**config.mk**
```make
export PLATFORM = sky130hd
export DESIGN_NAME = fsd_div
export DESIGN_NICKNAME = d
export VERILOG_FILES = /design/src/rtl/fsd_pkg.sv /design/src/rtl/fsd_div.sv
export SDC_FILE = /design/constraint.sdc
export NUM_CORES = 1
export LEC_CHECK = 0
export BUFFER_PORTS_ARGS = -buffer_cell sky130_fd_sc_hd__buf_2
export CORE_ASPECT_RATIO = 0.7
export CORE_MARGIN = 3
export CORE_UTILIZATION = 53
export CTS_CLUSTER_SIZE = 24
export DETAILED_ROUTE_END_ITERATION = 12
export PLACE_DENSITY_LB_ADDON = 0.1
export SLEW_MARGIN = 20
export SYNTH_ARGS = -nofsm -noshare
export SYNTH_HDL_FRONTEND = slang
export SYNTH_SLANG_ARGS = --single-unit
```
**constraint.sdc**
```tcl
create_clock -name clk_i -period 2.45 [get_ports clk_i]
set_clock_uncertainty 0.05 [all_clocks]
set_input_delay 0 -clock clk_i [delete_from_list [all_inputs] [get_ports clk_i]]
set_output_delay 0 -clock clk_i [all_outputs]
set_load 0.05 [all_outputs]
```
**src/rtl/fsd_pkg.sv**
```systemverilog
// Shared types and constants of the Floyd-Steinberg RGB dither block.
`default_nettype none
package fsd_pkg;

  // Pixel channel and configuration port geometry.
  localparam int unsigned PIX_W       = 8;
  localparam int unsigned CFG_IDX_W   = 3;
  localparam int unsigned CFG_DATA_W  = 13;
  localparam int unsigned DEF_MAX_WIDTH = 1024;

  // Register index map of the configuration port.
  typedef enum logic [CFG_IDX_W-1:0] {
    CFG_FRAME_WIDTH  = 3'd0,
    CFG_FRAME_HEIGHT = 3'd1,
    CFG_RED_LEVELS   = 3'd2,
    CFG_GREEN_LEVELS = 3'd3,
    CFG_BLUE_LEVELS  = 3'd4
  } cfg_idx_e;

  // Register reset values.
  localparam logic [10:0] RST_FRAME_WIDTH  = 11'd640;
  localparam logic [12:0] RST_FRAME_HEIGHT = 13'd480;
  localparam logic [8:0]  RST_LEVELS       = 9'd2;

  // Register limits.
  localparam logic [12:0] MAX_HEIGHT = 13'd4096;
  localparam logic [8:0]  MIN_LEVELS = 9'd2;
  localparam logic [8:0]  MAX_LEVELS = 9'd256;
  localparam logic [7:0]  TWO_LEVEL_STEP = 8'd128;
  localparam logic [7:0]  FULL_SCALE     = 8'd255;

  // Error diffusion weights (sixteenths).
  localparam logic [3:0] WGT_RIGHT       = 4'd7;
  localparam logic [3:0] WGT_BELOW_LEFT  = 4'd3;
  localparam logic [3:0] WGT_BELOW       = 4'd5;
  localparam logic [3:0] WGT_BELOW_RIGHT = 4'd1;

  // Divider lane geometry: nine quotient bits, one per iteration.
  localparam int unsigned DIV_N = 9;

  // Control of the divider lanes.
  typedef struct packed {
    logic start;
    logic step;
  } div_ctl_t;

endpackage
`default_nettype wire

```
**src/rtl/fsd_div.sv**
```systemverilog
// Restoring divider lane: nine-bit dividend, eight-bit divisor, one bit per step cycle.
`default_nettype none
module fsd_div (
  input  wire logic                          clk_i,
  input  wire fsd_pkg::div_ctl_t             ctl_i,
  input  wire logic [fsd_pkg::DIV_N-1:0]     dividend_i,
  input  wire logic [7:0]                    divisor_i,
  output logic      [fsd_pkg::DIV_N-1:0]     quotient_o
);

  logic [7:0]                remainder_q, remainder_d;
  logic [fsd_pkg::DIV_N-1:0] shift_q, shift_d;
  logic [8:0]                trial;

  // One restoring step: bring down the next dividend bit and try a subtract.
  always_comb begin
    trial       = {remainder_q, shift_q[fsd_pkg::DIV_N-1]};
    remainder_d = remainder_q;
    shift_d     = shift_q;
    if (ctl_i.start) begin
      remainder_d = '0;
      shift_d     = dividend_i;
    end else if (ctl_i.step) begin
      if (trial >= {1'b0, divisor_i}) begin
        remainder_d = 8'(trial - {1'b0, divisor_i});
        shift_d     = {shift_q[fsd_pkg::DIV_N-2:0], 1'b1};
      end else begin
        remainder_d = trial[7:0];
        shift_d     = {shift_q[fsd_pkg::DIV_N-2:0], 1'b0};
      end
    end
  end

  always_ff @(posedge clk_i) begin
    remainder_q <= remainder_d;
    shift_q     <= shift_d;
  end

  assign quotient_o = shift_q;

endmodule
`default_nettype wire

```
# After elaboration in Yosys (flattened, before gate mapping)
# Index checks and enable logic that the tools add are counted.
# word_totals
input_bits	20
reg_bits	17
output_inout_bits	9
# op_classes
n_addsub	1
mux	4
order_cmp	1
n_reduce_logical	1
# op_table
operator	n
9-bit two-way mux	2
9-bit by 8-bit greater-or-equal comparator with 1-bit output	1
8-bit two-way mux	1
8-bit subtractor	1
2-bit nonzero test	1
1-bit two-way mux	1

# Logic depth before layout (Yosys ltp)
# depth
ltp_word	4
ltp_mapped	8
ltp_nobuf	8

# Worst setup path after synthesis
# OpenSTA, ideal clock, no wires.
# synth_path
kind	register to register
from	register shift_q, in the netlist quotient_o[8]
to	register remainder_q[6]
setup_time_ns	0.091
required_time_ns	2.309
path_slack_ns	0.035
t_arrival_ns	2.274
path_stages_with_launch	9
synth_period_minus_slack_ns	2.415
cell_sequence	edfxtp_1 inv_1 ha_1 fa_1 nand2b_1 a2111o_1 o211ai_1 o21ai_0 a311oi_1
# synth_between
elab_chain_cells	2
word_cells_on_any_way	3
classes_between	add/sub (1); order compare (1); mux (1)
# synth_lines
element	line_no	rtl
start, declared	fsd_div.sv:12	logic [fsd_pkg::DIV_N-1:0] shift_q, shift_d;
start signal, assigned	fsd_div.sv:36	shift_q <= shift_d;
8-bit subtractor or 9-bit by 8-bit greater-or-equal comparator with 1-bit output (tied branches)	fsd_div.sv:25, fsd_div.sv:24	
8-bit two-way mux *	fsd_div.sv:24	if (trial >= {1'b0, divisor_i}) begin
end signal, assigned	fsd_div.sv:35	remainder_q <= remainder_d;
end, declared	fsd_div.sv:11	logic [7:0] remainder_q, remainder_d;
# Mark *: on every way between the ends. The rest lies on a longest branch, timed or not.
# A chain may end at the register's enable or synchronous reset.

# Worst setup path in the final report
# Ends and elaborated chain as after synthesis.

==> results.tsv <==
stage	metric	value	unit
outcome	status	completed	
logic_synthesis	synth_top_area_share	0.221	
route	routed_wl	3020	um
cells_and_area	regArea	430	um2
worst_setup_path	arrival	2410	ps
power	p_comb_frac	0.417	
floorplan	die_y	46.2	um
global_route	grt.overflow.total	0	
floorplan	initial_core_util	0.607	
floorplan	dieArea	0.00293	mm2
logic_synthesis	synth-seq-cells	17	
global_route	top_usage_layer	met2	
logic_synthesis	avgSynthCellArea	9.49	um2
logic_synthesis	synth_top_cell_by_area	edfxtp_1	
cts	cts.path.max_buffers	2	
route	antenna_left	0	
worst_setup_path	critPathLaunchType	flip-flop	
worst_setup_path	worstPathRequired	2600	ps
logic_synthesis	synth_enable_flop_cells	9	
global_route	use_met2	0.336	
power	cellInternalPower	0.545	mW
cells_and_area	mostFrequentLayoutCells	buf_2, inv_1, nor2_1	
timing	tightest_slew	722	ps
cells_and_area	area_growth	21.8	%
route	viasPerCell	5.70	
logic_synthesis	synth-simple-area-share	0.169	
flow_run	cap_viol_max_count	0	
cts	cts_buffers	3	
route	dr.pass1.iters	4	
timing	finalCritPeriodShare	0.921	
cts	clock-sinks	17	
placed_design	gp_congestion	0.878	
timing	fmax	443	MHz
timing	slew_viol_final	0	
cells_and_area	drive_above_1_share	0.281	
timing	rsz0062_at_grt	false	
route	drc	0	
logic_synthesis	syn-cell-area	0.00122	mm2
global_route	grt_pass1_vias	1008	
route	wire_per_inst	15.3	um
cts	clkLatencyLatePin	290	ps
placed_design	dp_slack	195	ps
worst_setup_path	path_class	reg2reg	
logic_synthesis	synth_top_flop_cell	edfxtp_1	
logic_synthesis	synth.mux.area_fraction	0.0828	
timing	period_needed	2260	ps
logic_synthesis	synth_top_family_by_area	compound AO/OA/AOI/OAI gates	
placed_design	place_hpwl	2260	um
cells_and_area	post-route-util	0.739	
global_route	use_met1	0.325	
cells_and_area	multi_input_comb_area	709	um2
power	ir_worst_vdd	0.499	mV
power	p_leak	0.670	nW
floorplan	core-area	0.00202	mm2
timing	finalSetupViolCount	0	
placed_design	io_buffers	28	
cts	cts_root_buf	clkbuf_4	
worst_setup_path	r2r_slack	190	ps
logic_synthesis	synth_compound_area_frac	0.209	
logic_synthesis	synth.distinct_cells	41	
power	power.switching	0.333	mW
cts	cts_setup_buffers	0	
logic_synthesis	syn_nets	158	
cells_and_area	fillers	181	
global_route	grt_pass1_wl	4860	um
min_path	hp-class	in2reg	
timing	setup_slack	194	ps
route	routed-via-count	1122	
logic_synthesis	yosysWarnings	0	
global_route	grt_use_total	0.221	
power	switching_share	0.379	
cells_and_area	nets	197	
floorplan	ios	29	
global_route	antenna_found_initial	0	
logic_synthesis	synth_fa_ha_area_frac	0.0982	
cts	clk_pin_slew_worst_paths	90	ps
logic_synthesis	synth_xor_area_frac	0.0215	
global_route	grt.met3_usage	0.0512	
cts	htreeDepth	1	
cells_and_area	num_antenna_cells	0	
floorplan	rows	13	
cts	cts_tree	built	
worst_setup_path	end_kind	flip-flop	
timing	slew-limit-headroom	0.514	
timing	tns	0	ps
power	clockPowerShare	0.170	
logic_synthesis	ys_seq_area_frac	0.352	
floorplan	die_w	63.4	um
worst_setup_path	path_max_fanout	3	
power	p_seq_frac	0.413	
logic_synthesis	async_flop_share	0	
logic_synthesis	syn_inst	129	
cells_and_area	final_common_cell	buf_2	
logic_synthesis	synth_area_leaders	edfxtp_1, dfxtp_1, mux2_2	
route	dr.first_iter.drc_count	80	
timing	hold_viol_final	0	
global_route	grt_max_degree	18	
power	cellPowerDensity	589	mW/mm2
-- Yosys cell counts (all sizes together) (2+ instances only) --
library cell and n:
mux2 9, a311oi 5, or3 2, buf 3
dfxtp 8, a21oi 5, nand3 8, o211ai 2
xnor2 3, nand2b 3, nand2 5, nor2 11
a21o 2, ha 8, nand3b 2, and3 2
inv 13, a211oi 2, edfxtp 9, a2111o 2
o21ai 8
-- state kept, by name, indices dropped and copies added (netlist names) --
| signal | cells |
|---|---|
| quotient_o | 9 |
| remainder_q | 8 |
-- worst max-delay path: stages, from the launching register on --
cell,delay (ps)
edfxtp_1,380
inv_1,50
ha_1,220
fa_1,420
nand2b_1,200
a2111o_1,370
o211ai_1,90
o21ai_0,110
a311oi_1,290
-- layer usage --
| metal | routed length, um | share of wire | vias to the layer above |
|---|---|---|---|
| met5 | 0 | 0 | - |
| met4 | 12 | 0.0040 | 0 |
| met3 | 273 | 0.090 | 2 |
| met2 | 1340 | 0.44 | 52 |
| met1 | 1390 | 0.46 | 508 |
| li1 | - | - | 560 |
-- cell families after synthesis --
kind of cell / Yosys count
simple gates: 39
compound gates: 35
buf+inv: 17
flops: 17
mux: 9
fa+ha+maj: 9
xor+xnor: 3
-- final timing paths --
check                 start        endpoint  cells after the start
min reg2reg  remainder_q[4]  remainder_q[4]                      2
max reg2reg   quotient_o[8]  remainder_q[6]                      8
max           quotient_o[8]  remainder_q[6]                      8
min            divisor_i[0]  remainder_q[0]                      3
-- metrics by stage --
| stage | instance area [um2] | total power [mW] | std cells | hold slack, ps |
|---|---|---|---|---|
| detailed placement | 1370 | 0.714 | 184 | 257 |
| CTS | 1490 | 0.876 | 197 | 12.3 |
| global route | 1490 | 0.926 | 197 | 25.2 |
| floorplan | 1220 | 0.630 | 129 | 112 |
| global placement | 1370 | 0.703 | 184 | 251 |
| finish | 1490 | 0.877 | 197 | 15.6 |
-- cell type report --
type / count / share of cell area
multi-input combinational: 95 / 0.476
timing repair buffer: 38 / 0.160
clock buffer: 4 / 0.0176
inverter: 13 / 0.0327
tap: 30 / 0.0252
sequential: 17 / 0.289
-- timing repair --
action                    in CTS  in global routing
resized for setup              0                  0
hold buffers                   9                  0
hold endpoints to repair       9                  0
-- power by group through the flow --
stage / Clock [mW] / Sequential, mW / Combinational (mW)
after global placement: 0 / 0.366 / 0.337
after detailed placement: 0 / 0.368 / 0.346
final: 0.149 / 0.362 / 0.366
after global routing: 0.164 / 0.367 / 0.395
after CTS: 0.155 / 0.362 / 0.359
after floorplan: 0 / 0.423 / 0.206
No activity file was read; power rests on OpenSTA's default activity.
